==> config.mk <==
export PLATFORM = sky130hd
export DESIGN_NAME = cigar_operation_tally
export DESIGN_NICKNAME = d
export VERILOG_FILES = /design/src/rtl/cot_pkg.sv /design/src/rtl/cigar_operation_tally.sv
export VERILOG_INCLUDE_DIRS = /design/src /design/src/rtl
export SDC_FILE = /design/constraint.sdc
export NUM_CORES = 2
export LEC_CHECK = 0
export ABC_CLOCK_PERIOD_IN_PS = 12440
export BUFFER_PORTS_ARGS = -buffer_cell sky130_fd_sc_hd__buf_2
export CAP_MARGIN = 25
export CORE_ASPECT_RATIO = 1.2
export CORE_UTILIZATION = 35
export DETAILED_ROUTE_END_ITERATION = 6
export HOLD_SLACK_MARGIN = 0.06
export PLACE_DENSITY = 0.58
export SLEW_MARGIN = 25
export SYNTH_ARGS = -nofsm -noshare
export SYNTH_HDL_FRONTEND = slang
export SYNTH_SLANG_ARGS = --single-unit
==> constraint.sdc <==
create_clock -name i_clk -period 12.44 [get_ports i_clk]
set_input_delay 1.244 -clock i_clk [delete_from_list [all_inputs] [get_ports i_clk]]
set_output_delay 1.244 -clock i_clk [all_outputs]
set_load 0.02 [all_outputs]
==> src/rtl/cigar_operation_tally_assert.svh <==
// Assertion macros for the CIGAR operation tally.
// Each macro takes a label, an antecedent and a consequent, sampled on i_clk.
`ifndef CIGAR_OPERATION_TALLY_ASSERT_SVH
`define CIGAR_OPERATION_TALLY_ASSERT_SVH
`ifndef SYNTHESIS
`define COT_ASSERT_SAME(label, ante, cons) \
    label: assert property (@(posedge i_clk) disable iff (!i_rst_n) (ante) |-> (cons)) \
        else $error("assertion failed: label");
`define COT_ASSERT_NEXT(label, ante, cons) \
    label: assert property (@(posedge i_clk) disable iff (!i_rst_n) (ante) |=> (cons)) \
        else $error("assertion failed: label");
`else
`define COT_ASSERT_SAME(label, ante, cons)
`define COT_ASSERT_NEXT(label, ante, cons)
`endif
`endif

==> src/rtl/cot_pkg.sv <==
`default_nettype none
package cot_pkg;

    typedef logic [3:0] t_slot;

    // Tally slots, in the order of the output ports.
    localparam t_slot SLOT_INS  = 4'd0;
    localparam t_slot SLOT_DEL  = 4'd1;
    localparam t_slot SLOT_ALN  = 4'd2;
    localparam t_slot SLOT_SKP  = 4'd3;
    localparam t_slot SLOT_SOFT = 4'd4;
    localparam t_slot SLOT_HARD = 4'd5;
    localparam t_slot SLOT_PAD  = 4'd6;
    localparam t_slot SLOT_EQ   = 4'd7;
    localparam t_slot SLOT_MIS  = 4'd8;
    localparam t_slot SLOT_NONE = 4'd15;

    localparam int NUM_SLOTS = 9;

    localparam logic [7:0] CHAR_0  = 8'h30;
    localparam logic [7:0] CHAR_9  = 8'h39;
    localparam logic [7:0] CHAR_I  = 8'h49;
    localparam logic [7:0] CHAR_D  = 8'h44;
    localparam logic [7:0] CHAR_M  = 8'h4D;
    localparam logic [7:0] CHAR_N  = 8'h4E;
    localparam logic [7:0] CHAR_S  = 8'h53;
    localparam logic [7:0] CHAR_H  = 8'h48;
    localparam logic [7:0] CHAR_P  = 8'h50;
    localparam logic [7:0] CHAR_EQ = 8'h3D;
    localparam logic [7:0] CHAR_X  = 8'h58;

    function automatic t_slot slot_of(input logic [7:0] c);
        t_slot s;
        case (c)
            CHAR_I:  s = SLOT_INS;
            CHAR_D:  s = SLOT_DEL;
            CHAR_M:  s = SLOT_ALN;
            CHAR_N:  s = SLOT_SKP;
            CHAR_S:  s = SLOT_SOFT;
            CHAR_H:  s = SLOT_HARD;
            CHAR_P:  s = SLOT_PAD;
            CHAR_EQ: s = SLOT_EQ;
            CHAR_X:  s = SLOT_MIS;
            default: s = SLOT_NONE;
        endcase
        return s;
    endfunction

endpackage
`default_nettype wire

==> src/rtl/cigar_operation_tally.sv <==
// CIGAR operation tally.
// Input channel: i_valid / o_stall carry one word per character (i_character)
// with i_is_last marking the final character of a CIGAR string. Digits build a
// run length; the letters I D M N P = X add it to their totals, S and H
// overwrite their clip values. Any other character ends the number.
// Output channel: o_valid / i_stall carry one word of nine totals, produced
// once per string, on the cycle after its final character is accepted.
// Throughput is one character per cycle unless o_stall is raised: the digit
// step and the nine saturating adders sit between the state registers and the
// result register.
// o_stall is raised only while a result word waits and the receiver stalls;
// the result word holds steady until taken.
// Reset (synchronous, active low) clears the run length, the totals and the
// output valid. After the final character run length and totals return to zero.
`default_nettype none
module cigar_operation_tally #(
    parameter int COUNT_BITS = 31
) (
    input  wire logic                  i_clk,
    input  wire logic                  i_rst_n,
    input  wire logic                  i_valid,
    output logic                       o_stall,
    input  wire logic [7:0]            i_character,
    input  wire logic                  i_is_last,
    output logic                       o_valid,
    input  wire logic                  i_stall,
    output logic [COUNT_BITS-1:0]      o_insertions,
    output logic [COUNT_BITS-1:0]      o_deletions,
    output logic [COUNT_BITS-1:0]      o_aligned_matches,
    output logic [COUNT_BITS-1:0]      o_skipped,
    output logic [COUNT_BITS-1:0]      o_soft_trim,
    output logic [COUNT_BITS-1:0]      o_hard_trim,
    output logic [COUNT_BITS-1:0]      o_padding,
    output logic [COUNT_BITS-1:0]      o_sequence_matches,
    output logic [COUNT_BITS-1:0]      o_mismatches
);
    import cot_pkg::*;

    localparam int PROD_BITS = COUNT_BITS + 4;
    localparam logic [COUNT_BITS-1:0] COUNT_MAX = {COUNT_BITS{1'b1}};

    typedef logic [COUNT_BITS-1:0] t_count;

    t_count              r_run;
    logic                r_ended;
    t_count              r_tally [NUM_SLOTS];
    logic                r_out_valid;
    t_count              r_out [NUM_SLOTS];

    t_count              n_run;
    logic                n_ended;
    t_count              n_tally [NUM_SLOTS];

    logic                w_in_acc;
    logic                w_is_digit;
    t_slot               w_slot;
    logic [PROD_BITS-1:0] w_prod;
    logic [COUNT_BITS:0]  w_sum [NUM_SLOTS];

    assign o_stall  = r_out_valid && i_stall;
    assign w_in_acc = i_valid && !o_stall;

    assign w_is_digit = (i_character >= CHAR_0) && (i_character <= CHAR_9);
    assign w_slot     = slot_of(i_character);

    // run * 10 + digit; the low nibble of an ASCII digit is its value.
    assign w_prod = {3'b000, r_run, 1'b0} + {1'b0, r_run, 3'b000}
                  + PROD_BITS'(i_character[3:0]);

    always_comb begin
        n_run   = r_run;
        n_ended = r_ended;
        for (int k = 0; k < NUM_SLOTS; k++) begin
            w_sum[k]   = {1'b0, r_tally[k]} + {1'b0, r_run};
            n_tally[k] = r_tally[k];
        end
        if (w_is_digit) begin
            if (!r_ended) begin
                if (w_prod[PROD_BITS-1:COUNT_BITS] != 4'd0) begin
                    n_run = COUNT_MAX;
                end else begin
                    n_run = w_prod[COUNT_BITS-1:0];
                end
            end
        end else if (w_slot != SLOT_NONE) begin
            for (int k = 0; k < NUM_SLOTS; k++) begin
                if (w_slot == t_slot'(k)) begin
                    if (w_slot == SLOT_SOFT || w_slot == SLOT_HARD) begin
                        n_tally[k] = r_run;
                    end else if (w_sum[k][COUNT_BITS]) begin
                        n_tally[k] = COUNT_MAX;
                    end else begin
                        n_tally[k] = w_sum[k][COUNT_BITS-1:0];
                    end
                end
            end
            n_run   = '0;
            n_ended = 1'b0;
        end else begin
            n_ended = 1'b1;
        end
    end

    always_ff @(posedge i_clk) begin
        if (!i_rst_n) begin
            r_run       <= '0;
            r_ended     <= 1'b0;
            r_out_valid <= 1'b0;
            for (int k = 0; k < NUM_SLOTS; k++) begin
                r_tally[k] <= '0;
            end
        end else begin
            if (w_in_acc) begin
                if (i_is_last) begin
                    r_run   <= '0;
                    r_ended <= 1'b0;
                    for (int k = 0; k < NUM_SLOTS; k++) begin
                        r_tally[k] <= '0;
                    end
                end else begin
                    r_run   <= n_run;
                    r_ended <= n_ended;
                    for (int k = 0; k < NUM_SLOTS; k++) begin
                        r_tally[k] <= n_tally[k];
                    end
                end
            end
            if (w_in_acc && i_is_last) begin
                r_out_valid <= 1'b1;
            end else if (!i_stall) begin
                r_out_valid <= 1'b0;
            end
        end
    end

    // The result word is loaded only when the previous one has been taken.
    always_ff @(posedge i_clk) begin
        if (w_in_acc && i_is_last) begin
            for (int k = 0; k < NUM_SLOTS; k++) begin
                r_out[k] <= n_tally[k];
            end
        end
    end

    assign o_valid            = r_out_valid;
    assign o_insertions       = r_out[SLOT_INS];
    assign o_deletions        = r_out[SLOT_DEL];
    assign o_aligned_matches  = r_out[SLOT_ALN];
    assign o_skipped          = r_out[SLOT_SKP];
    assign o_soft_trim        = r_out[SLOT_SOFT];
    assign o_hard_trim        = r_out[SLOT_HARD];
    assign o_padding          = r_out[SLOT_PAD];
    assign o_sequence_matches = r_out[SLOT_EQ];
    assign o_mismatches       = r_out[SLOT_MIS];

`include "cigar_operation_tally_assert.svh"

    `COT_ASSERT_NEXT(a_last_gives_word, w_in_acc && i_is_last, o_valid)
    `COT_ASSERT_NEXT(a_last_clears_state, w_in_acc && i_is_last, r_run == '0 && !r_ended)
    `COT_ASSERT_SAME(a_stall_only_when_full, o_stall, o_valid)
    `COT_ASSERT_NEXT(a_no_spurious_word,
        !(w_in_acc && i_is_last) && !(o_valid && i_stall), !o_valid)

endmodule
`default_nettype wire
# Word level (Yosys, flattened, before mapping)
# Memories as Yosys holds them, arrays and structs flattened.
# Index checks and enable logic that the tools add are counted.
# totals
register_bits	33
mem_bits_rw	558
inputBits	13
out_inout_bits	281
wordCells	137
memories	2
# mem_list
name	words	word_bits	rd	rd_ports_with_merged_regs	write_ports	line	rtl
r_out	9	31	9	0	9	cigar_operation_tally.sv:48	t_count r_out [NUM_SLOTS];
r_tally	9	31	9	0	9	cigar_operation_tally.sv:46	t_count r_tally [NUM_SLOTS];
# op_classes
eq_ne	21
bitwise	18
order_cmp	2
addsub	11
n_reduce_logical	11
mux	69
# op_table
cell	n
two-way mux 31 bit	50
two-way mux 279 bit	2
adder 31 x 31 -> 32 bit	9
== test 8 x 7 -> 1 bit (second input constant)	8
one-hot mux 4 bit (9 select lines)	1
adder 32 x 34 -> 35 bit	1
adder 35 x 4 -> 35 bit	1
OR 1 bit	18
== test 4 x 3 -> 1 bit (second input constant)	4
two-way mux 1 bit	16
== test 4 x 2 -> 1 bit (second input constant)	2
== test 8 x 6 -> 1 bit (second input constant)	1
greater-or-equal comparator 8 x 6 -> 1 bit (second input constant)	1
less-or-equal comparator 8 x 6 -> 1 bit (second input constant)	1
== test 4 x 1 -> 1 bit (second input constant)	1
== test 4 bit (second input constant)	1
logical AND 1 bit	4
zero test 4 bit	1
inequality test 4 bit (second input constant)	1
nonzero test 4 bit	1
inequality test 3 bit (second input constant)	1
AND reduction 3 bit	1
nonzero test 3 bit	1
inequality test 2 x 1 -> 1 bit (second input constant)	1
other kinds (4)	4

# Depth between registers and ports, before layout
# logic_depth
word_depth	9
ltp_mapped	14
depth_no_buf	12

# Worst setup path after synthesis
# No wires, ideal clock.
# synth_path
path_type	input-to-reg
start	input port i_stall
end	memory r_out[0][0] in the netlist's numbering (enable)
path_buffers	0
setup_time_ns	0.679
t_required_ns	11.761
stages	2
t_arrival_ns	7.770
path_slack_ns	3.991
cell_sequence	nand2_1 > and3_1
# synth_rtl
element	line	rtl
start: declaration	cigar_operation_tally.sv:26	input wire logic i_stall,
end: declaration	cigar_operation_tally.sv:48	

==> impl_metrics.csv <==
group,metric,value,unit
logic_synthesis,synth.avg_cell_area,10.56,um^2
layout,antenna_cells,0,
timing,setup_viol,0,
layout,fin_nets,4018,
placed_design,place_area,39600,um^2
clocking,clock-sinks,591,
timing,period_needed,4530,ps
clocking,cts_root_buf,"clkbuf_16",
timing,period_share,0.3642,
hold_path,hold_class,"register to register",
power,leakagePower,17.40,nW
setup_path,cp.arrival,4930,ps
clocking,cts_setup_buffers,0,
clocking,clk_pin_slew,60,ps
route,num_vias,28250,
placed_design,portBuffers,293,
logic_synthesis,netlist_area,36510,um^2
global_routing,grt_util_all_layers,0.2105,
global_routing,use_met1,0.2885,
global_routing,grt.overflow.total,0,
power,vdd_drop_max,0.0001124,V
route,drtIter0Drc,2045,
logic_synthesis,yosys_warnings,0,
global_routing,grt_pass1_vias,27180,
floorplanning,io_pins,294,
floorplanning,fp.dieW,296.8,um
setup_path,path_class,"register to register",
global_routing,met2_usage,0.3457,
timing,rsz0062_at_grt,"false",
timing,hold_violations,0,
placed_design,place_inst,5031,
logic_synthesis,async_flop_share,0,
setup_path,critical_path_peak_fanout,21,
floorplanning,die-area,105600,um^2
clocking,cts_max_level,2,
status,outcome,"completed",
timing,fmax,220.7,MHz
timing,fin_tns_setup,0,ps
clocking,hold_buffers,0,
route,drcViolationCount,0,
setup_path,start_kind,"register",
logic_synthesis,yosysSeqAreaShare,0.4771,
route,first_pass_iters,5,
logic_synthesis,synth_ff_type,"edfxtp_1",
route,postRouteAntennaNets,0,
timing,finalMaxSlewViolations,0,
power,p_per_area,110.8,nW/um^2
setup_path,cp.required,12840,ps
power,switchingPower,1.153,mW
layout,final_cell_count_no_fill,5144,
global_routing,grt_pass1_wl,170.5,mm
layout,fillers,10100,
power,p_seq_frac,0.507,
clocking,clk_latency,650,ps
global_routing,grt_max_degree,225,
power,clkPwrFrac,0.405,
clocking,cts_tree,"built",
global_routing,antenna_found_initial,8,
route,wire_per_inst,22.21,um
floorplanning,coreArea,103300,um^2
layout,design_area,41610,um^2
setup_path,end_kind,"register",
route,via_per_inst,5.492,
route,wl,114.2,mm
logic_synthesis,synth_seq_cells,591,
timing,max_slew_margin,0.2988,
clocking,cts_buffer_depth,3,
timing,fin_skew,28.64,ps
clocking,cts_buffers,60,
logic_synthesis,synth.distinct_cells,91,
layout,final_cell_mix,"edfxtp_1 (558), a21oi_1 (366), buf_2 (293), nor2_1 (279), ha_1 (278)",
global_routing,grt-busiest-layer,"met2",
layout,final_common_cell,"edfxtp_1",
floorplanning,rows,129,
placed_design,gp_congestion,0.9109,
power,power,4.612,mW
floorplanning,die_y,355.8,um
power,pwr-share-comb,0.088,
timing,worst_pin_slew,1052,ps
logic_synthesis,synth_edf_count,558,
logic_synthesis,syn_inst,3458,
floorplanning,initial_core_util,0.3534,
layout,area_delta_synth_final,13.97,%
clocking,cts.repair.resized,0,
placed_design,hpwl,79.14,mm
run,cap_violations,0,
power,switching_share,0.2501,
global_routing,grt_use_met3,0.02567,
logic_synthesis,synth_fp_nets,3758,
power,p_int,3.458,mW
layout,final_layout_size_suffix_gt1_frac,0.1425,
==> flip-flops by register name, summed over array words and instances, names as in the netlist <==
| signal | cells |
|---|---|
| r_ended | 1 |
| r_out | 279 |
| r_tally | 279 |
| r_run | 31 |
| o_valid | 1 |
==> synthesized netlist by cell type (all sizes together) (35+ instances only) <==
cell	instances	share of area
edfxtp	558	0.46
nor2	281	0.029
nand4	35	0.0060
nand2	246	0.025
a21oi	367	0.050
xnor2	125	0.030
o22a	92	0.022
ha	278	0.095
o21bai	37	0.0076
xor2	73	0.018
a211oi	48	0.011
o21a	35	0.0072
and3	35	0.0060
nand3	40	0.0055
nor3	38	0.0053
inv	77	0.0079
a21o	116	0.024
and2	236	0.040
a31oi	53	0.0093
clkbuf	121	0.012
o21ai	156	0.021
==> kinds of logic after synthesis <==
logic type / Yosys count / share of synthesized area
multiplexers: 41 / 0.01237
adder cells (fa/ha/maj): 287 / 0.1002
AO/OA/AOI/OAI: 1094 / 0.1995
buffers and inverters: 228 / 0.02481
XOR/XNOR: 198 / 0.04750
AND/OR/NAND/NOR: 1019 / 0.1385
flip-flops: 591 / 0.4771
==> layer usage <==
layer	routed length, um	vias up
met5	0	-
met4	3507	0
met3	5660	140
met2	52660	738
met1	52410	13790
li1	-	13580
==> critical path, stage by stage (launching register included) <==
cell and delay [ps]:
dfxtp_1 860, buf_4 330, ha_1 300, a2111oi_0 330, o21ai_0 150, o21ai_0 170, a211oi_2 190, a211oi_2 480
o211a_1 250, o21a_1 770, a21oi_1 240, and2_1 210
==> power groups by stage <==
stage	clock [mW]	combinational (mW)	sequential (mW)
finish	1.87	0.406	2.34
global route	1.98	0.445	2.35
CTS	1.91	0.408	2.34
detailed placement	0	0.406	2.38
global placement	0	0.404	2.38
floorplan	0	0.229	2.44
==> final timing paths <==
kind / from / end / slack (ps) / cells after the start
max: r_run[8] / r_tally[0][188] / 7910 / 11
min: r_tally[0][166] / r_out[0][166] / 540 / 2
max reg2reg: r_run[8] / r_tally[0][188] / 7910 / 11
min reg2reg: r_tally[0][166] / r_out[0][166] / 540 / 2
==> through the flow <==
step | utilization | hold slack (ps) | setup WS, ps
finish | 0.4028 | 536.8 | 7910
global route | 0.4028 | 554.2 | 7619
CTS | 0.4027 | 539.2 | 7794
detailed placement | 0.3834 | 524.6 | 7270
global placement | 0.3834 | 514.3 | 7341
floorplan | - | 502.0 | 3991
==> cell type report <==
class	instances	area, um^2	area share
Timing Repair Buffer	349	1903	0.04574
Inverter	77	289.0	0.006947
Clock buffer	78	1673	0.04021
Sequential cell	591	17420	0.4186
Multi-Input combinational cell	2639	18280	0.4394
Clock inverter	35	324.1	0.007789
Tap cell	1375	1720	0.04135
Power figures use the tool's default switching activity.
